File: src/design/dfu_pkg.sv
package dfu_pkg;

    // Input selector codes
    localparam logic [1:0] ACT_BYTE  = 2'd0;
    localparam logic [1:0] ACT_START = 2'd1;
    localparam logic [1:0] ACT_FAIL  = 2'd2;

    // Result kinds
    localparam logic [1:0] KIND_DATA  = 2'd0;
    localparam logic [1:0] KIND_END   = 2'd1;
    localparam logic [1:0] KIND_OVFL  = 2'd2;
    localparam logic [1:0] KIND_RDERR = 2'd3;

    // Receiver phases
    localparam logic [1:0] PH_DONE = 2'd0;
    localparam logic [1:0] PH_HUNT = 2'd1;
    localparam logic [1:0] PH_RECV = 2'd2;

    // Link byte codes
    localparam logic [7:0] SYNC_BYTE = 8'hFF;
    localparam logic [7:0] DLE_CODE  = 8'h10;
    localparam logic [7:0] SUB_CODE  = 8'h1A;
    localparam logic [7:0] ETX_CODE  = 8'h03;

    // Room kept free at the end of the frame buffer
    localparam int ROOM_MARGIN = 5;

    typedef struct packed {
        logic [1:0] kind;
        logic [7:0] out_byte;
        logic [7:0] frame_length;
        logic       last;
    } result_t;

    // Up to two results produced by one request
    typedef struct packed {
        logic [1:0] n;
        result_t    first;
        result_t    second;
    } push_t;

endpackage

File: src/design/dfu_if.sv
interface dfu_in_if;
    logic       valid;
    logic       ready;
    logic [1:0] action;
    logic [7:0] data_byte;

    modport source (output valid, output action, output data_byte, input ready);
    modport sink   (input valid, input action, input data_byte, output ready);
endinterface

interface dfu_out_if;
    logic       valid;
    logic       ready;
    logic [1:0] kind;
    logic [7:0] out_byte;
    logic [7:0] frame_length;
    logic       last;

    modport source (output valid, output kind, output out_byte, output frame_length,
                    output last, input ready);
    modport sink   (input valid, input kind, input out_byte, input frame_length,
                    input last, output ready);
endinterface

File: src/design/dle_frame_unstuffer.sv
// DLE frame unstuffer: receive side of one control frame on a DLE-shielded
// byte link.
// Input channel in_ch carries one request per link event: a received byte,
// a start of a new frame hunt, or a link read failure. Output channel out_ch
// carries result items: destuffed data bytes, frame complete with its
// length, overflow error, or read failure; last marks the final result of
// each request.
// Latency: with the result queue empty, the first result of a request is on
// out_ch the cycle after the request is accepted. Throughput: one request
// per cycle while the queue has two free entries; all decoding is done in
// one pass between the input handshake and a four-entry result queue.
// A DLE SUB pair gives two results. The input is ready whenever the queue
// has two free entries; the DLE ahead of SUB gives no result, so with a
// receiver taking one result per cycle the queue never holds more than two
// entries and the input never stalls.
// When the receiver stalls, results stay queued and the input drops ready
// once fewer than two entries are free; nothing is lost.
// Reset puts the block in the done phase (bytes ignored until a start
// request) and empties the result queue.
module dle_frame_unstuffer #(
    parameter int FRAME_BYTES = 256
) (
    input  logic      clk,
    input  logic      rst_n,
    dfu_in_if.sink    in_ch,
    dfu_out_if.source out_ch
);

    localparam logic [7:0] LIMIT = 8'(FRAME_BYTES - dfu_pkg::ROOM_MARGIN);

    logic [1:0]       phase_reg, phase_next;
    logic             esc_reg, esc_next;
    logic [7:0]       count_reg, count_next;
    logic             accept;
    logic             active;
    logic             room;
    logic             head_valid;
    logic [7:0]       count_p1;
    logic [7:0]       count_p2;
    dfu_pkg::push_t   push;
    dfu_pkg::result_t head;

    assign accept   = in_ch.valid && in_ch.ready;
    assign active   = (phase_reg == dfu_pkg::PH_HUNT) || (phase_reg == dfu_pkg::PH_RECV);
    assign count_p1 = count_reg + 8'd1;
    assign count_p2 = count_reg + 8'd2;

    // Request decode and destuffing
    always_comb
    begin
        phase_next = phase_reg;
        esc_next   = esc_reg;
        count_next = count_reg;
        push       = '0;
        if (accept)
        begin
            unique case (in_ch.action)
                dfu_pkg::ACT_START:
                begin
                    phase_next = dfu_pkg::PH_HUNT;
                    esc_next   = 1'b0;
                    count_next = 8'd0;
                end
                dfu_pkg::ACT_FAIL:
                begin
                    if (active)
                    begin
                        phase_next = dfu_pkg::PH_DONE;
                        push.n     = 2'd1;
                        push.first = '{dfu_pkg::KIND_RDERR, 8'd0, count_reg, 1'b1};
                    end
                end
                dfu_pkg::ACT_BYTE:
                begin
                    if (phase_reg == dfu_pkg::PH_HUNT)
                    begin
                        if (in_ch.data_byte == dfu_pkg::SYNC_BYTE)
                        begin
                            phase_next = dfu_pkg::PH_RECV;
                        end
                    end
                    else if (phase_reg == dfu_pkg::PH_RECV)
                    begin
                        priority if (count_reg >= LIMIT)
                        begin
                            phase_next = dfu_pkg::PH_DONE;
                            push.n     = 2'd1;
                            push.first = '{dfu_pkg::KIND_OVFL, 8'd0, count_reg, 1'b1};
                        end
                        else if (esc_reg)
                        begin
                            esc_next = 1'b0;
                            priority if (in_ch.data_byte == dfu_pkg::DLE_CODE)
                            begin
                                count_next = count_p1;
                                push.n     = 2'd1;
                                push.first = '{dfu_pkg::KIND_DATA, dfu_pkg::DLE_CODE,
                                               count_p1, 1'b1};
                            end
                            else if (in_ch.data_byte == dfu_pkg::SUB_CODE)
                            begin
                                count_next  = count_p2;
                                push.n      = 2'd2;
                                push.first  = '{dfu_pkg::KIND_DATA, dfu_pkg::DLE_CODE,
                                                count_p1, 1'b0};
                                push.second = '{dfu_pkg::KIND_DATA, dfu_pkg::DLE_CODE,
                                                count_p2, 1'b1};
                            end
                            else if (in_ch.data_byte == dfu_pkg::ETX_CODE)
                            begin
                                phase_next = dfu_pkg::PH_DONE;
                                push.n     = 2'd1;
                                push.first = '{dfu_pkg::KIND_END, 8'd0, count_reg, 1'b1};
                            end
                            else
                            begin
                                // unknown escape: byte dropped
                                push.n = 2'd0;
                            end
                        end
                        else if (in_ch.data_byte == dfu_pkg::DLE_CODE)
                        begin
                            esc_next = 1'b1;
                        end
                        else
                        begin
                            count_next = count_p1;
                            push.n     = 2'd1;
                            push.first = '{dfu_pkg::KIND_DATA, in_ch.data_byte,
                                           count_p1, 1'b1};
                        end
                    end
                end
                default:
                begin
                    // unused selector: ignored
                    push.n = 2'd0;
                end
            endcase
        end
    end

    // Receiver state
    always_ff @(posedge clk or negedge rst_n)
    begin
        if (!rst_n)
        begin
            phase_reg <= dfu_pkg::PH_DONE;
            esc_reg   <= 1'b0;
            count_reg <= 8'd0;
        end
        else
        begin
            phase_reg <= phase_next;
            esc_reg   <= esc_next;
            count_reg <= count_next;
        end
    end

    // Result queue
    dfu_result_fifo u_fifo (
        .clk        (clk),
        .rst_n      (rst_n),
        .push       (push),
        .room       (room),
        .pop        (out_ch.valid && out_ch.ready),
        .head_valid (head_valid),
        .head       (head)
    );

    assign in_ch.ready         = room;
    assign out_ch.valid        = head_valid;
    assign out_ch.kind         = head.kind;
    assign out_ch.out_byte     = head.out_byte;
    assign out_ch.frame_length = head.frame_length;
    assign out_ch.last         = head.last;

`ifndef SYNTHESIS
    // Results only come from an armed receiver
    assert property (@(posedge clk) disable iff (!rst_n)
        (push.n != 2'd0) |-> active)
        else $error("result produced while receiver done");

    // Frame end, overflow and read failure all leave the receiver done
    assert property (@(posedge clk) disable iff (!rst_n)
        (push.n != 2'd0 && push.first.kind != dfu_pkg::KIND_DATA)
        |=> (phase_reg == dfu_pkg::PH_DONE))
        else $error("receiver still armed after terminal result");

    // Stored count never passes the limit by more than one DLE SUB pair
    assert property (@(posedge clk) disable iff (!rst_n)
        count_reg <= LIMIT + 8'd1)
        else $error("stored count beyond buffer limit");
`endif

endmodule

File: src/design/dfu_result_fifo.sv
module dfu_result_fifo (
    input  logic             clk,
    input  logic             rst_n,
    input  dfu_pkg::push_t   push,
    output logic             room,
    input  logic             pop,
    output logic             head_valid,
    output dfu_pkg::result_t head
);

    localparam int DEPTH = 4;
    localparam int PW    = $clog2(DEPTH);

    dfu_pkg::result_t mem_reg [DEPTH];
    logic [PW-1:0]    wr_ptr_reg, wr_ptr_next;
    logic [PW-1:0]    rd_ptr_reg, rd_ptr_next;
    logic [PW:0]      count_reg, count_next;
    logic [PW-1:0]    wr_ptr_plus1;

    assign wr_ptr_plus1 = wr_ptr_reg + PW'(1);

    // Two free slots are needed to take any request
    assign room       = (count_reg <= (PW+1)'(DEPTH - 2));
    assign head_valid = (count_reg != '0);
    assign head       = mem_reg[rd_ptr_reg];

    // Pointer and fill count update
    always_comb
    begin
        wr_ptr_next = wr_ptr_reg + PW'(push.n);
        rd_ptr_next = pop ? rd_ptr_reg + PW'(1) : rd_ptr_reg;
        count_next  = count_reg + (PW+1)'(push.n) - (PW+1)'(pop);
    end

    always_ff @(posedge clk or negedge rst_n)
    begin
        if (!rst_n)
        begin
            wr_ptr_reg <= '0;
            rd_ptr_reg <= '0;
            count_reg  <= '0;
        end
        else
        begin
            wr_ptr_reg <= wr_ptr_next;
            rd_ptr_reg <= rd_ptr_next;
            count_reg  <= count_next;
        end
    end

    // Result storage
    always_ff @(posedge clk)
    begin
        if (push.n != 2'd0)
        begin
            mem_reg[wr_ptr_reg] <= push.first;
        end
        if (push.n == 2'd2)
        begin
            mem_reg[wr_ptr_plus1] <= push.second;
        end
    end

endmodule

File: src/flat_wrapper.sv
// flat-port wrapper written by rule: the top's interface ports become plain ports
module dle_frame_unstuffer_flat 
#(
    parameter int FRAME_BYTES = 256
)
  (clk, rst_n, in_ch_valid, in_ch_action, in_ch_data_byte, in_ch_ready, out_ch_valid, out_ch_kind, out_ch_out_byte, out_ch_frame_length, out_ch_last, out_ch_ready);
  dfu_in_if in_ch_i ();
  dfu_out_if out_ch_i ();
  input  logic clk;
  input  logic rst_n;
  input wire logic [$bits(in_ch_i.valid)-1:0] in_ch_valid;
  input wire logic [$bits(in_ch_i.action)-1:0] in_ch_action;
  input wire logic [$bits(in_ch_i.data_byte)-1:0] in_ch_data_byte;
  output wire logic [$bits(in_ch_i.ready)-1:0] in_ch_ready;
  output wire logic [$bits(out_ch_i.valid)-1:0] out_ch_valid;
  output wire logic [$bits(out_ch_i.kind)-1:0] out_ch_kind;
  output wire logic [$bits(out_ch_i.out_byte)-1:0] out_ch_out_byte;
  output wire logic [$bits(out_ch_i.frame_length)-1:0] out_ch_frame_length;
  output wire logic [$bits(out_ch_i.last)-1:0] out_ch_last;
  input wire logic [$bits(out_ch_i.ready)-1:0] out_ch_ready;
  assign in_ch_i.valid = in_ch_valid;
  assign in_ch_i.action = in_ch_action;
  assign in_ch_i.data_byte = in_ch_data_byte;
  assign in_ch_ready = in_ch_i.ready;
  assign out_ch_valid = out_ch_i.valid;
  assign out_ch_kind = out_ch_i.kind;
  assign out_ch_out_byte = out_ch_i.out_byte;
  assign out_ch_frame_length = out_ch_i.frame_length;
  assign out_ch_last = out_ch_i.last;
  assign out_ch_i.ready = out_ch_ready;
  dle_frame_unstuffer #(.FRAME_BYTES(FRAME_BYTES)) u_core (.clk(clk), .rst_n(rst_n), .in_ch(in_ch_i), .out_ch(out_ch_i));
endmodule
File: config.mk
export PLATFORM = sky130hd
export DESIGN_NAME = dle_frame_unstuffer_flat
export DESIGN_NICKNAME = d
export VERILOG_FILES = /design/src/design/dfu_pkg.sv /design/src/design/dfu_if.sv /design/src/design/dle_frame_unstuffer.sv /design/src/design/dfu_result_fifo.sv /design/src/flat_wrapper.sv
export SDC_FILE = /design/constraint.sdc
export NUM_CORES = 1
export LEC_CHECK = 0
export ABC_AREA = 1
export BUFFER_PORTS_ARGS = -buffer_cell sky130_fd_sc_hd__buf_2
export CORE_MARGIN = 2
export CORE_UTILIZATION = 50
export CTS_BUF_LIST = sky130_fd_sc_hd__clkbuf_4 sky130_fd_sc_hd__clkbuf_8
export DETAILED_ROUTE_END_ITERATION = 8
export GPL_ROUTABILITY_DRIVEN = 0
export PLACE_DENSITY_LB_ADDON = 0.12
export SLEW_MARGIN = 20
export SYNTH_ARGS = -nofsm -noshare
export SYNTH_HDL_FRONTEND = slang
export SYNTH_SLANG_ARGS = --single-unit
File: constraint.sdc
create_clock -name clk -period 3.3 [get_ports clk]
set_clock_uncertainty 0.2 [all_clocks]
set_input_delay 0.33 -clock clk [delete_from_list [all_inputs] [get_ports clk]]
set_output_delay 0.33 -clock clk [all_outputs]
set_load 0.1 [all_outputs]
## Word-level counts from Yosys, hierarchy flattened

Memories as Yosys holds them, arrays and structs flattened.
Index checks and enable logic that the tools add are counted.

| word-level totals | value |
|---|---|
| memories | 1 |
| output and inout bits | 21 |
| RAM bits | 76 |
| logic and storage cells | 94 |
| input bits | 14 |
| register bits | 18 |

Memories:

| memory | words | width | read ports | clocked after Yosys merged registers in | write ports | RTL line | text |
|---|---|---|---|---|---|---|---|
| u_core.u_fifo.mem_reg | 4 | 19 | 1 | 0 | 2 | dfu_result_fifo.sv:14 | `dfu_pkg::result_t mem_reg [DEPTH];` |

| operators by class | value |
|---|---|
| magnitude comparators | 2 |
| add/subtract/negate cells | 7 |
| reductions and logical operators | 11 |
| mux-type cells | 46 |
| eq/ne operators | 21 |

Operator list:

| cell | count |
|---|---|
| $mux W40 | 3 |
| $mux W21 | 4 |
| $mux W19 | 4 |
| $mux W8 | 7 |
| $mux W20 | 2 |
| $pmux W19 S2 | 1 |
| $mux W18 | 1 |
| $mux W2 | 9 |
| $eq A8 B5 Y1 const B | 2 |
| $pmux W8 S2 | 1 |
| $mux W14 | 1 |
| $mux W1 | 10 |
| $reduce_and A9 Y1 | 1 |
| $add A8 B1 Y8 const B | 1 |
| $add A8 B2 Y8 const B | 1 |
| $eq A8 B2 Y1 const B | 1 |
| $eq A8 B8 Y1 const B | 1 |
| $ge A8 B8 Y1 const B | 1 |
| $ne A4 B1 Y1 const B | 2 |
| $ne A4 B2 Y1 const B | 2 |
| $reduce_and A7 Y1 | 1 |
| $eq A2 B2 Y1 const B | 3 |
| $pmux W2 S3 | 1 |
| $reduce_bool A3 Y1 | 2 |
| 19 further kinds | 25 |

## Depth between registers and ports, before layout

Gate-level depths: netlist (run 1).

| depth | value |
|---|---|
| word-level depth | 13 |
| depth in mapped cells | 16 |
| depth with buffers taken out | 15 |

## Modules after synthesis

From an unflattened synthesis (run 1), not the netlist that was laid out.

| second synthesis, totals | value |
|---|---|
| cell total of the unflattened synthesis | 866 |
| area, all modules | 6276.0 um2 |

Modules (own cells, without submodules):

| module | area an instance (um2) | seq. area each (um2) | cells an instance | times used |
|---|---|---|---|---|
| dfu_result_fifo | 4719.5 | 2457.4 | 590 | 1 |
| dle_frame_unstuffer | 1556.5 | 275.3 | 276 | 1 |

## Least setup slack after synthesis (run 1)

No wires, ideal clock.

| timing path | value |
|---|---|
| path kind | reg-to-output |
| from | register u_core.u_fifo.rd_ptr_reg[0] |
| to | output port out_ch_frame_length[7] |
| buffers on the path | 2 |
| cell stages (with the launch flop) | 6 |
| arrival time | 2.494 ns |
| setup slack | 0.276 ns |
| required time | 2.770 ns |
| path through | dfrtp_1 -> inv_1 -> clkbuf_1 -> clkbuf_1 -> nor2_1 -> o22ai_1 |

| between the ends | value |
|---|---|
| word-level cells in the longest chain between the ends | 1 |

RTL lines:

| what | RTL line | text |
|---|---|---|
| from (decl) | dfu_result_fifo.sv:16 | `logic [PW-1:0] rd_ptr_reg, rd_ptr_next;` |
| from (signal assigned) | dfu_result_fifo.sv:46 | `rd_ptr_reg <= rd_ptr_next;` |
| $mem_v2 Z4 W19 | -- |  |
| to (decl) | flat_wrapper.sv:18 | `output wire logic [$bits(out_ch_i.frame_length)-1:0] out_ch_frame_length;` |

Every way passes these cells.

==> impl_metrics.prom, run 1 <==
# TYPE chip_impl_metric gauge
chip_impl_metric{name="syn_avg_cell_area",unit="µm²"} 7.24
chip_impl_metric{name="ir_drop",unit="V"} 0.000695
chip_impl_metric{name="synth_sequential_area_ratio",unit="%"} 43.8
chip_impl_metric{name="gr-usage-met1",unit="%"} 36.4
chip_impl_metric{name="worst-r2r-cell-count",unit=""} 13
chip_impl_metric{name="dp.final_hpwl",unit="mm"} 10.8
chip_impl_metric{name="route.detailed.vias_per_inst",unit=""} 5.53
chip_impl_metric{name="slew_headroom",unit="%"} 60.4
chip_impl_info{name="worst_hold_check_path_type",value="input port to flop"} 1
chip_impl_metric{name="clk-insertion-delay-late",unit="ps"} 380
chip_impl_metric{name="net-switching-power",unit="µW"} 3230
chip_impl_metric{name="post_cts.resized_instances",unit=""} 0
chip_impl_metric{name="routed_wire_length_per_instance",unit="µm"} 16.2
chip_impl_metric{name="sw_frac_of_total",unit="%"} 56.2
chip_impl_metric{name="clock_power_share",unit="%"} 13.9
chip_impl_metric{name="seq_power_share",unit="%"} 29.5
chip_impl_metric{name="grt.total_usage",unit="%"} 26.8
chip_impl_metric{name="final_net_count",unit=""} 794
chip_impl_metric{name="global_route.usage.met3",unit="%"} 5.79
chip_impl_metric{name="boundaryPins",unit=""} 35
chip_impl_metric{name="maxCapViolations",unit=""} 0
chip_impl_metric{name="finalHoldWorstSlack",unit="ps"} 37.3
chip_impl_metric{name="cp_slowest_stage_delay",unit="ps"} 470
chip_impl_metric{name="io_buffers",unit=""} 34
chip_impl_metric{name="final.period_utilization",unit="%"} 90.9
chip_impl_metric{name="layout-drive-gt1-share",unit="%"} 12.2
chip_impl_metric{name="cts_inserted_buffers",unit=""} 9
chip_impl_metric{name="maxSlewViolCount",unit=""} 0
chip_impl_metric{name="critPathRequiredTime",unit="ps"} 3120
chip_impl_info{name="setup.worst_path.class",value="flop to flop"} 1
chip_impl_metric{name="initial_utilization",unit="%"} 52.0
chip_impl_metric{name="fp.dieH",unit="µm"} 108
chip_impl_info{name="unrepaired_setup_endpoints_after_global_routing",value="no"} 1
chip_impl_metric{name="grt_use_met2",unit="%"} 42.9
chip_impl_metric{name="die_area",unit="mm²"} 0.0117
chip_impl_metric{name="arrival",unit="ps"} 2820
chip_impl_metric{name="sum_neg_setup_slack",unit="ps"} 0
chip_impl_metric{name="fin_crit",unit="ps"} 3000
chip_impl_metric{name="synth.cell_area",unit="mm²"} 0.00541
chip_impl_metric{name="number_of_antenna_repair_diodes",unit=""} 0
chip_impl_metric{name="grt_overflow_total",unit=""} 0
chip_impl_metric{name="syn_to_final_growth",unit="%"} 8.64
chip_impl_info{name="path_common_cell",value="sky130_fd_sc_hd__nand2_2"} 1
chip_impl_info{name="cell_at_the_root_of_the_clock_tree",value="sky130_fd_sc_hd__clkbuf_8"} 1
chip_impl_metric{name="synth_cells",unit=""} 748
chip_impl_metric{name="final_area",unit="mm²"} 0.00588
chip_impl_info{name="grt.busiest_layer",value="met2"} 1
chip_impl_metric{name="numClockSinks",unit=""} 94
chip_impl_metric{name="p_leak",unit="µW"} 0.00259
chip_impl_metric{name="rows",unit=""} 37
chip_impl_metric{name="finalSetupViolCount",unit=""} 0
chip_impl_metric{name="drt_pass1_iterations",unit=""} 6
chip_impl_metric{name="placement.cell_area",unit="mm²"} 0.00567
chip_impl_metric{name="intPower",unit="µW"} 2520
chip_impl_metric{name="ant_nets",unit=""} 0
chip_impl_metric{name="cp_num_buf_inv",unit=""} 1
chip_impl_metric{name="first_global_vias",unit=""} 4664
chip_impl_metric{name="achievable-frequency",unit="MHz"} 333
chip_impl_metric{name="antenna_found_initial",unit=""} 0
chip_impl_metric{name="chipWidth",unit="µm"} 108
chip_impl_info{name="worstPathCellList",value="ha_1 -> nor2_1 -> nor2_1 -> nand2_2 -> clkinv_1 -> nor2_1 -> nand2_1 -> nand2_1 -> nand2_2 -> nand2_4 -> nand2_2 -> nand2_2 -> nand2_1"} 1
chip_impl_metric{name="whs_path_depth",unit=""} 3
chip_impl_metric{name="buffers_from_clock_root_to_sink_at_most",unit=""} 2
chip_impl_metric{name="max_reg_flops",unit=""} 76
chip_impl_metric{name="htree_num_levels",unit=""} 3
chip_impl_info{name="run_status",value="complete, no violations"} 1
chip_impl_metric{name="synth.distinct_cells",unit=""} 37
chip_impl_metric{name="route.detailed.drc",unit=""} 0
chip_impl_info{name="tritoncts",value="done"} 1
chip_impl_info{name="crit_path_start_kind",value="flop"} 1
chip_impl_info{name="worst_path_max_delay_cell",value="sky130_fd_sc_hd__dfrtp_1"} 1
chip_impl_metric{name="yosys_warnings",unit=""} 0
chip_impl_metric{name="power.combinational.fraction",unit="%"} 56.6
chip_impl_metric{name="postRouteWirelength",unit="mm"} 14.8
chip_impl_metric{name="post_cts_buffers",unit=""} 0
chip_impl_info{name="setup.worst_path.end_class",value="flop"} 1
chip_impl_metric{name="via_count_of_the_routed_design",unit=""} 5053
chip_impl_metric{name="critical_path_depth",unit=""} 13
chip_impl_metric{name="core-area",unit="mm²"} 0.0104
chip_impl_metric{name="final_core_density",unit="%"} 56.5
chip_impl_metric{name="synthesis.nets",unit=""} 769
chip_impl_info{name="timing.critical_path.max_delay_family",value="simple AND/OR/NAND/NOR gates"} 1
chip_impl_metric{name="critical_path.max_fanout",unit=""} 16
chip_impl_metric{name="clk_transition_reported_paths",unit="ps"} 90
chip_impl_metric{name="finalHoldViolCount",unit=""} 0
chip_impl_metric{name="cellPowerDensity",unit="mW/mm²"} 978
chip_impl_metric{name="detailedRoute.firstIterationViolations",unit=""} 529
chip_impl_metric{name="global_route_wire_length_before_repair",unit="mm"} 23.8
chip_impl_metric{name="worstMarginPinSlew",unit="ps"} 594
chip_impl_metric{name="ys_seq_elements",unit=""} 94
chip_impl_metric{name="grt_start_max_net_pins",unit=""} 40
[cells in the mapped netlist (all sizes together)]
cell type / count / area [µm²]
a211oi: 1 / 7.51
a21boi: 2 / 15.0
a21oi: 28 / 170
buf: 16 / 90.1
clkbuf: 12 / 45.0
clkinv: 1 / 3.75
dfrtp: 18 / 450
dfxtp: 36 / 721
edfxtp: 40 / 1200
fa: 1 / 20.0
ha: 6 / 75.1
inv: 62 / 235
nand2: 135 / 552
nand3: 27 / 153
nand3b: 1 / 7.51
nand4: 6 / 37.5
nor2: 211 / 832
nor4: 1 / 6.26
o21ai: 105 / 526
o22ai: 28 / 175
or2: 2 / 12.5
xnor2: 3 / 26.3
xor2: 6 / 52.6
[cells in the final DEF (no fill, tap or decap), types with 2 or more instances in the layout]
cell / count
sky130_fd_sc_hd__nand2_2: 12
sky130_fd_sc_hd__dfrtp_1: 18
sky130_fd_sc_hd__inv_1: 54
sky130_fd_sc_hd__dfxtp_1: 36
sky130_fd_sc_hd__a21boi_0: 2
sky130_fd_sc_hd__buf_2: 34
sky130_fd_sc_hd__inv_6: 3
sky130_fd_sc_hd__nand3_1: 25
sky130_fd_sc_hd__nor2_1: 203
sky130_fd_sc_hd__a21oi_2: 2
sky130_fd_sc_hd__clkbuf_8: 9
sky130_fd_sc_hd__nand2_1: 121
sky130_fd_sc_hd__nor2_2: 4
sky130_fd_sc_hd__nor2_4: 4
sky130_fd_sc_hd__a21oi_1: 24
sky130_fd_sc_hd__nand4_1: 6
sky130_fd_sc_hd__inv_2: 7
sky130_fd_sc_hd__nand2_4: 2
sky130_fd_sc_hd__edfxtp_1: 40
sky130_fd_sc_hd__or2_2: 2
sky130_fd_sc_hd__inv_4: 2
sky130_fd_sc_hd__xor2_1: 6
sky130_fd_sc_hd__a21oi_4: 2
sky130_fd_sc_hd__o21ai_1: 8
sky130_fd_sc_hd__xnor2_1: 3
sky130_fd_sc_hd__o22ai_1: 28
sky130_fd_sc_hd__o21ai_0: 97
sky130_fd_sc_hd__buf_4: 7
sky130_fd_sc_hd__ha_1: 6
[timing repair]
item	in CTS	in global routing
hold endpoints to repair	18	0
hold buffers	1	0
endpoints found under the setup margin	0	0
[path summary, 6_finish.rpt]
path | endpoint | slack [ps] | start
max in group asynchronous | u_core.u_fifo.rd_ptr_reg[1] | 2380 | rst_n
min | u_core.u_fifo.rd_ptr_reg[0] | 40 | out_ch_ready
max | u_core.u_fifo.mem_reg[0][0] | 300 | u_core.count_reg[0]
max reg2reg | u_core.u_fifo.mem_reg[0][0] | 300 | u_core.count_reg[0]
min in group asynchronous | u_core.phase_reg[1] | 210 | rst_n
min reg2reg | u_core.u_fifo.mem_reg[2][18] | 290 | u_core.u_fifo.mem_reg[2][18]
[through the flow]
stage	power (µW)	std cells	setup WS [ps]
detailed placement	4960	897	332
global placement	4920	897	440
CTS	5760	914	296
floorplan	4350	748	276
finish	5750	914	300
global route	6090	914	112
[worst register-to-register path, cell delays in order, from the launching register on]
cell and delay [ps]:
sky130_fd_sc_hd__dfrtp_1 470, sky130_fd_sc_hd__ha_1 260, sky130_fd_sc_hd__nor2_1 120, sky130_fd_sc_hd__nor2_1 60, sky130_fd_sc_hd__nand2_2 130, sky130_fd_sc_hd__clkinv_1 100, sky130_fd_sc_hd__nor2_1 130, sky130_fd_sc_hd__nand2_1 70
sky130_fd_sc_hd__nand2_1 70, sky130_fd_sc_hd__nand2_2 80, sky130_fd_sc_hd__nand2_4 190, sky130_fd_sc_hd__nand2_2 140, sky130_fd_sc_hd__nand2_2 270, sky130_fd_sc_hd__nand2_1 380
[final cells by class]
cell class	instances	area, µm²
inverter	63	239
fill	1001	4530
tap	136	170
multi-input combinational	563	2670
clock buffer	9	124
sequential	94	2370
timing repair buffer	42	233
clock inverter	7	76.3
[per-layer routing]
metal  vias up  part of all wire, %
met5         -                    0
met4         0                  2.1
met3        26                  7.5
met2       216                   45
met1      2310                   45
li1       2501                    -
[cells by family after synthesis]
logic type | Yosys count | share of synthesized area, %
AO/OA/AOI/OAI | 164 | 16.5
flip-flops | 94 | 43.8
buffers and inverters | 91 | 6.91
adder cells (fa/ha/maj) | 7 | 1.76
XOR/XNOR | 9 | 1.46
AND/OR/NAND/NOR | 383 | 29.6
[power groups by stage]
stage / Combinational [µW] / Sequential, µW / Clock [µW]
after global routing: 3500 / 1730 / 865
after floorplan: 2690 / 1660 / 0
final: 3250 / 1700 / 801
after CTS: 3260 / 1690 / 808
after global placement: 3210 / 1710 / 0
after detailed placement: 3250 / 1720 / 0
No activity file was read; power rests on OpenSTA's default activity.
==> inputs of run 2 (changes only) <==
--- a/config.mk
+++ b/config.mk
@@ -7,11 +7,13 @@
 export LEC_CHECK = 0
 export ABC_AREA = 1
 export BUFFER_PORTS_ARGS = -buffer_cell sky130_fd_sc_hd__buf_2
+export CORE_ASPECT_RATIO = 0.6
 export CORE_MARGIN = 2
 export CORE_UTILIZATION = 50
 export CTS_BUF_LIST = sky130_fd_sc_hd__clkbuf_4 sky130_fd_sc_hd__clkbuf_8
 export DETAILED_ROUTE_END_ITERATION = 8
 export GPL_ROUTABILITY_DRIVEN = 0
+export GPL_TIMING_DRIVEN = 1
 export PLACE_DENSITY_LB_ADDON = 0.12
 export SLEW_MARGIN = 20
 export SYNTH_ARGS = -nofsm -noshare
==> constraint.sdc (replaced) <==
create_clock -name clk -period 3.3 [get_ports clk]
set_clock_uncertainty 0.2 [all_clocks]
set_input_delay 0.33 -clock clk [delete_from_list [all_inputs] [get_ports clk]]
set_output_delay 0.33 -clock clk [all_outputs]
set_load 0.01 [all_outputs]
==> run 2 against run 1 <==
  * Combinational power down 40%
  * Final area grew 0.55%
  * Register-to-register slack barely moved
  * Largest cell class unchanged
  * Critical path depth shrank 3
  * Utilization down 0.45 points
  * Via count up 3.6%
  * Flip-flop and latch count unchanged
  * Worst setup slack better by 8.5 ps
  * Non-clock buffer count increased by 4
  * Routed wire length increased by 7.8%
  * Highest routed layer unchanged
  * Largest power group unchanged
==> impl_metrics.prom, run 2 (synthesis results as in run 1) <==
# TYPE chip_impl_metric gauge
chip_impl_metric{name="syn_to_final_growth",unit="%"} 9.24
chip_impl_metric{name="finalSetupViolCount",unit=""} 0
chip_impl_metric{name="ant_nets",unit=""} 0
chip_impl_metric{name="initial_utilization",unit="%"} 51.3
chip_impl_metric{name="maxCapViolations",unit=""} 0
chip_impl_metric{name="chipWidth",unit="µm"} 138
chip_impl_metric{name="arrival",unit="ps"} 2810
chip_impl_metric{name="sum_neg_setup_slack",unit="ps"} 0
chip_impl_metric{name="power.total",unit="µW"} 4430
chip_impl_metric{name="numClockSinks",unit=""} 94
chip_impl_metric{name="final_core_density",unit="%"} 56.0
chip_impl_info{name="setup.worst_path.class",value="flop to flop"} 1
chip_impl_metric{name="global_route_wire_length_before_repair",unit="mm"} 25.2
chip_impl_metric{name="die_area",unit="mm²"} 0.0117
chip_impl_metric{name="critPathRequiredTime",unit="ps"} 3120
chip_impl_metric{name="postLayoutSetupSlackWorst",unit="ps"} 308
chip_impl_metric{name="grt_overflow_total",unit=""} 0
chip_impl_metric{name="max_reg_flops",unit=""} 76
chip_impl_metric{name="rows",unit=""} 29
chip_impl_metric{name="drt_pass1_iterations",unit=""} 6
chip_impl_info{name="crit_path_start_kind",value="flop"} 1
chip_impl_metric{name="route.detailed.vias_per_inst",unit=""} 5.68
chip_impl_info{name="final_common_cell",value="sky130_fd_sc_hd__nor2_1"} 1
chip_impl_metric{name="core-area",unit="mm²"} 0.0106
chip_impl_metric{name="detailedRoute.firstIterationViolations",unit=""} 580
chip_impl_metric{name="p_leak",unit="µW"} 0.00261
chip_impl_info{name="maxUsedRoutingLayer",value="met4"} 1
chip_impl_metric{name="clk-insertion-delay-late",unit="ps"} 370
chip_impl_info{name="unrepaired_setup_endpoints_after_global_routing",value="no"} 1
chip_impl_metric{name="slew_headroom",unit="%"} 50.0
chip_impl_info{name="cell_at_the_root_of_the_clock_tree",value="sky130_fd_sc_hd__clkbuf_8"} 1
chip_impl_metric{name="final_net_count",unit=""} 798
chip_impl_metric{name="number_of_antenna_repair_diodes",unit=""} 0
chip_impl_metric{name="post_cts_buffers",unit=""} 0
chip_impl_info{name="mostFrequentLayoutCells",value="sky130_fd_sc_hd__nor2_1, sky130_fd_sc_hd__nand2_1, sky130_fd_sc_hd__o21ai_0"} 1
chip_impl_metric{name="r2r_setup_slack",unit="ps"} 310
chip_impl_metric{name="detailroute.wirelength.met2",unit="mm"} 6.41
chip_impl_metric{name="first_global_vias",unit=""} 4705
chip_impl_metric{name="critical_path.max_fanout",unit=""} 10
chip_impl_info{name="tritoncts",value="done"} 1
chip_impl_metric{name="antenna_found_initial",unit=""} 0
chip_impl_metric{name="met3_wirelength",unit="mm"} 1.75
chip_impl_info{name="setup.worst_path.end_class",value="flop"} 1
chip_impl_metric{name="boundaryPins",unit=""} 35
chip_impl_metric{name="grt_start_max_net_pins",unit=""} 40
chip_impl_metric{name="routed_wire_length_per_instance",unit="µm"} 17.3
chip_impl_info{name="worst_hold_check_path_type",value="input port to flop"} 1
chip_impl_metric{name="layout-drive-gt1-share",unit="%"} 12.7
chip_impl_metric{name="fin_crit",unit="ps"} 2990
chip_impl_metric{name="final.period_utilization",unit="%"} 90.7
chip_impl_metric{name="grt.total_usage",unit="%"} 27.8
chip_impl_metric{name="wirelength_met1",unit="mm"} 7.58
chip_impl_metric{name="io_buffers",unit=""} 34
chip_impl_metric{name="buffers_from_clock_root_to_sink_at_most",unit=""} 2
chip_impl_metric{name="via_count_of_the_routed_design",unit=""} 5233
chip_impl_metric{name="dp.final_hpwl",unit="mm"} 12.0
chip_impl_metric{name="achievable-frequency",unit="MHz"} 334
chip_impl_metric{name="postRouteWirelength",unit="mm"} 15.9
chip_impl_metric{name="clk_transition_reported_paths",unit="ps"} 90
chip_impl_metric{name="worstMarginPinSlew",unit="ps"} 749
chip_impl_metric{name="fp.dieH",unit="µm"} 84.6
chip_impl_info{name="run_status",value="complete, no violations"} 1
chip_impl_metric{name="finalHoldViolCount",unit=""} 0
chip_impl_metric{name="ir_drop",unit="V"} 0.000591
chip_impl_metric{name="maxSlewViolCount",unit=""} 0
chip_impl_metric{name="htree_num_levels",unit=""} 3
chip_impl_metric{name="placement.setup.worst_slack",unit="ps"} 373
chip_impl_metric{name="cellPowerDensity",unit="mW/mm²"} 748
chip_impl_metric{name="route.detailed.drc",unit=""} 0
chip_impl_metric{name="cts_inserted_buffers",unit=""} 9
run 2: cell count changes in the layout (fill, tap and decap cells not counted), sizes merged:
cell | previous run | this run
buf | 41 | 45
clkbuf | 9 | 12
inv | 66 | 63
run 2: metal layers:
metal	track usage, %	vias up
met5	0	-
met4	5.47	0
met3	7.70	21
met2	39.9	284
met1	42.0	2416
li1	-	2512
run 2: timing repair:
action                                 4_1_cts  5_1_grt
resized for setup                            0        0
hold buffers                                 1        0
endpoints found under the hold margin       18        0
run 2: power by group:
group / internal (µW) / total, µW / switching [µW]
sequential: 1480 / 1710 / 221
clock: 386 / 786 / 399
combinational: 683 / 1940 / 1250
run 2: cell type report:
class | instances | area, µm²
Fill cell | 1001 | 4640
Multi-Input combinational cell | 563 | 2670
Sequential cell | 94 | 2370
Timing Repair Buffer | 46 | 263
Inverter | 63 | 239
Tap cell | 139 | 174
Clock buffer | 12 | 153
Clock inverter | 4 | 46.3
run 2: critical path, stage by stage, from the launching register on:
cell	delay, ps
sky130_fd_sc_hd__dfrtp_1	450
sky130_fd_sc_hd__ha_1	250
sky130_fd_sc_hd__nor2_1	130
sky130_fd_sc_hd__nor2_1	60
sky130_fd_sc_hd__nand2_2	130
sky130_fd_sc_hd__nand2_1	130
sky130_fd_sc_hd__nor2_2	180
sky130_fd_sc_hd__nand3_4	200
sky130_fd_sc_hd__nor2_1	370
sky130_fd_sc_hd__inv_2	160
sky130_fd_sc_hd__nand2_1	370
run 2: per-stage QoR:
stage / instances / hold slack, ps / cell area (µm²)
after floorplan: 748 / -166 / 5410
final: 921 / 91.7 / 5910
after global placement: 904 / 91.1 / 5710
after CTS: 921 / 81.5 / 5910
after global routing: 921 / 138 / 5910
after detailed placement: 904 / 104 / 5710
run 2: final timing paths:
path	startpoint	endpoint	cells after the start
max in group asynchronous	rst_n	u_core.u_fifo.count_reg[2]	2
min in group asynchronous	rst_n	u_core.phase_reg[0]	2
worst max-delay path	u_core.count_reg[0]	u_core.u_fifo.mem_reg[1][5]	10
worst max register to register	u_core.count_reg[0]	u_core.u_fifo.mem_reg[1][5]	10
worst min-delay path	out_ch_ready	u_core.u_fifo.rd_ptr_reg[0]	3
worst min register to register	u_core.u_fifo.mem_reg[2][17]	u_core.u_fifo.mem_reg[2][17]	2
==> inputs of run 3 (changes only) <==
--- a/config.mk
+++ b/config.mk
@@ -7,13 +7,16 @@
 export LEC_CHECK = 0
 export ABC_AREA = 1
 export BUFFER_PORTS_ARGS = -buffer_cell sky130_fd_sc_hd__buf_2
+export CELL_PAD_IN_SITES_DETAIL_PLACEMENT = 1
+export CELL_PAD_IN_SITES_GLOBAL_PLACEMENT = 1
 export CORE_ASPECT_RATIO = 0.6
 export CORE_MARGIN = 2
-export CORE_UTILIZATION = 50
+export CORE_UTILIZATION = 46
 export CTS_BUF_LIST = sky130_fd_sc_hd__clkbuf_4 sky130_fd_sc_hd__clkbuf_8
 export DETAILED_ROUTE_END_ITERATION = 8
 export GPL_ROUTABILITY_DRIVEN = 0
 export GPL_TIMING_DRIVEN = 1
+export MAX_ROUTING_LAYER = met4
 export PLACE_DENSITY_LB_ADDON = 0.12
 export SLEW_MARGIN = 20
 export SYNTH_ARGS = -nofsm -noshare
==> run 3 against run 2 <==
  * Clock-buffer cell count is 3 lower
  * Final area grew 0.61%
  * Highest routed layer unchanged
  * Global-route usage is 4.3 points higher
==> impl_metrics.prom, run 3 (synthesis results as in run 1) <==
# TYPE chip_impl_metric gauge
chip_impl_metric{name="dp.final_hpwl",unit="mm"} 14.1
chip_impl_metric{name="route.detailed.vias_per_inst",unit=""} 5.77
chip_impl_metric{name="clock_power_share",unit="%"} 18.5
chip_impl_info{name="worstPathCellList",value="ha_1 -> nor2_1 -> nor2_1 -> nand2_2 -> clkinv_1 -> nor2_1 -> nand2_1 -> nand2_1 -> nand2_2 -> nand2_4 -> nand2_2 -> nand2_2 -> nand2_1"} 1
chip_impl_info{name="timing.critical_path.max_delay_family",value="simple AND/OR/NAND/NOR gates"} 1
chip_impl_info{name="setup.worst_path.end_class",value="flop"} 1
chip_impl_metric{name="post_cts.resized_instances",unit=""} 0
chip_impl_metric{name="grt_overflow_total",unit=""} 0
chip_impl_metric{name="io_buffers",unit=""} 34
chip_impl_metric{name="r2r_setup_slack",unit="ps"} 300
chip_impl_info{name="path_common_cell",value="sky130_fd_sc_hd__nand2_2"} 1
chip_impl_metric{name="multi_input_area",unit="mm²"} 0.00267
chip_impl_info{name="hold_path_startpoint",value="out_ch_ready"} 1
chip_impl_metric{name="maxCapViolations",unit=""} 0
chip_impl_info{name="unrepaired_setup_endpoints_after_global_routing",value="no"} 1
chip_impl_metric{name="via_count_of_the_routed_design",unit=""} 5440
chip_impl_info{name="setup.worst_path.class",value="flop to flop"} 1
chip_impl_metric{name="ant_nets",unit=""} 0
chip_impl_metric{name="finalHoldViolCount",unit=""} 0
chip_impl_metric{name="fin_crit",unit="ps"} 3000
chip_impl_info{name="worst_r2r_endpoint",value="u_core.u_fifo.mem_reg[3][3]"} 1
chip_impl_metric{name="power.total",unit="µW"} 4580
chip_impl_metric{name="p_leak",unit="µW"} 0.00260
chip_impl_metric{name="sw_frac_of_total",unit="%"} 44.5
chip_impl_metric{name="cp_slowest_stage_delay",unit="ps"} 460
chip_impl_info{name="final_common_cell",value="sky130_fd_sc_hd__nor2_1"} 1
chip_impl_metric{name="detailedRoute.firstIterationViolations",unit=""} 550
chip_impl_metric{name="sum_neg_setup_slack",unit="ps"} 0
chip_impl_info{name="cell_at_the_root_of_the_clock_tree",value="sky130_fd_sc_hd__clkbuf_8"} 1
chip_impl_metric{name="clk-insertion-delay-late",unit="ps"} 380
chip_impl_metric{name="place.detailed.instances",unit=""} 925
chip_impl_metric{name="cts_inserted_buffers",unit=""} 9
chip_impl_metric{name="maxSlewViolCount",unit=""} 0
chip_impl_metric{name="worstMarginPinSlew",unit="ps"} 793
chip_impl_metric{name="number_of_antenna_repair_diodes",unit=""} 0
chip_impl_metric{name="final.fill_count",unit=""} 1513
chip_impl_metric{name="global_route_wire_length_before_repair",unit="mm"} 29.8
chip_impl_metric{name="net-switching-power",unit="µW"} 2040
chip_impl_metric{name="die_area",unit="mm²"} 0.0127
chip_impl_metric{name="grt.total_usage",unit="%"} 32.1
chip_impl_metric{name="postRouteWirelength",unit="mm"} 18.7
chip_impl_metric{name="worst-r2r-cell-count",unit=""} 13
chip_impl_metric{name="layout-drive-gt1-share",unit="%"} 12.7
chip_impl_metric{name="finalHoldWorstSlack",unit="ps"} 69.2
chip_impl_metric{name="boundaryPins",unit=""} 35
chip_impl_metric{name="first_global_vias",unit=""} 5362
chip_impl_metric{name="final_net_count",unit=""} 798
chip_impl_metric{name="cp_num_buf_inv",unit=""} 1
chip_impl_info{name="run_status",value="complete, no violations"} 1
chip_impl_info{name="tritoncts",value="done"} 1
chip_impl_info{name="worst_path_max_delay_cell",value="sky130_fd_sc_hd__dfrtp_1"} 1
chip_impl_metric{name="critical_path_depth",unit=""} 13
chip_impl_metric{name="achievable-frequency",unit="MHz"} 333
chip_impl_metric{name="whs_path_depth",unit=""} 3
chip_impl_metric{name="ir_drop",unit="V"} 0.000292
chip_impl_metric{name="arrival",unit="ps"} 2840
chip_impl_metric{name="critPathRequiredTime",unit="ps"} 3140
chip_impl_metric{name="antenna_found_initial",unit=""} 0
chip_impl_metric{name="grt_start_max_net_pins",unit=""} 40
chip_impl_metric{name="buffers_from_clock_root_to_sink_at_most",unit=""} 2
chip_impl_info{name="hold-path-endpoint",value="u_core.u_fifo.rd_ptr_reg[0]"} 1
chip_impl_info{name="origin_of_the_critical_flop_to_flop_path",value="u_core.count_reg[0]"} 1
chip_impl_metric{name="finalSetupViolCount",unit=""} 0
chip_impl_info{name="mostFrequentLayoutCells",value="sky130_fd_sc_hd__nor2_1, sky130_fd_sc_hd__nand2_1, sky130_fd_sc_hd__o21ai_0"} 1
chip_impl_metric{name="slew_headroom",unit="%"} 47.1
chip_impl_metric{name="critical_path.max_fanout",unit=""} 16
chip_impl_metric{name="cellPowerDensity",unit="mW/mm²"} 770
chip_impl_metric{name="initial_utilization",unit="%"} 47.6
chip_impl_metric{name="route.detailed.drc",unit=""} 0
chip_impl_metric{name="intPower",unit="µW"} 2540
chip_impl_metric{name="fp.dieH",unit="µm"} 88.0
chip_impl_info{name="worst_hold_check_path_type",value="input port to flop"} 1
chip_impl_metric{name="rows",unit=""} 30
chip_impl_metric{name="max_reg_flops",unit=""} 76
chip_impl_metric{name="chipWidth",unit="µm"} 144
chip_impl_info{name="crit_path_start_kind",value="flop"} 1
chip_impl_metric{name="routed_wire_length_per_instance",unit="µm"} 19.8
chip_impl_metric{name="seq_power_share",unit="%"} 37.4
chip_impl_metric{name="htree_num_levels",unit=""} 3
chip_impl_metric{name="final.period_utilization",unit="%"} 90.9
chip_impl_metric{name="syn_to_final_growth",unit="%"} 9.91
chip_impl_metric{name="numClockSinks",unit=""} 94
chip_impl_metric{name="drt_pass1_iterations",unit=""} 5
chip_impl_metric{name="regArea",unit="mm²"} 0.00237
chip_impl_metric{name="power.combinational.fraction",unit="%"} 44.1
chip_impl_metric{name="layoutNonFillerInstCount",unit=""} 942
chip_impl_metric{name="core-area",unit="mm²"} 0.0114
chip_impl_metric{name="clk_transition_reported_paths",unit="ps"} 110
[run 3: final cells by class]
class / instances / share of cell area (%)
multi-input combinational: 563 / 44.8
sequential: 94 / 39.9
inverter: 63 / 4.02
timing repair buffer: 46 / 4.42
clock buffer: 9 / 2.08
clock inverter: 7 / 1.43
tap: 160 / 3.36
[run 3: per-stage QoR]
| stage | util (%) | cell area (µm²) | worst slack, ps |
|---|---|---|---|
| after floorplan | - | 5410 | 777 |
| after global placement | 50.4 | 5730 | 473 |
| after detailed placement | 50.4 | 5730 | 337 |
| after CTS | 52.3 | 5950 | 336 |
| after global routing | 52.3 | 5950 | 87.3 |
| final | 52.3 | 5950 | 301 |
[run 3: metal layers]
layer	vias to the layer above	wire (µm)	track usage (%)
met1	2678	9040	46.5
met3	27	1320	4.87
met2	224	8050	47.9
li1	2511	-	-
met4	0	263	6.86
met5	-	0	-
[run 3: what timing repair did]
action / CTS / global route
buffers inserted: 0 / 0
endpoints found under the hold margin: 18 / 0
hold buffers: 1 / 0
[run 3: power groups by stage]
stage                     sequential [µW]  clock [µW]  combinational (µW)
after floorplan                      1660           0                1340
after CTS                            1710         849                2020
after detailed placement             1730           0                1990
after global routing                 1750         879                2270
after global placement               1710           0                1920
final                                1710         846                2020
[run 3: worst max path at each step]
stage	startpoint	end	slack, ps
floorplan	u_core.count_reg[0]	u_core.u_fifo.count_reg[2]	780
finish	u_core.count_reg[0]	u_core.u_fifo.mem_reg[3][3]	300
global route	u_core.count_reg[0]	u_core.u_fifo.mem_reg[1][6]	90
detailed placement	u_core.count_reg[0]	u_core.u_fifo.mem_reg[0][5]	340
CTS	u_core.count_reg[0]	u_core.u_fifo.mem_reg[0][0]	340
global placement	u_core.count_reg[0]	u_core.u_fifo.mem_reg[3][1]	470
[run 3: worst min-delay path, delay by kind of cell]
kind / cells / cell delay, ps
simple gates: 1 / 90
compound gates: 1 / 70
buf+inv: 1 / 120
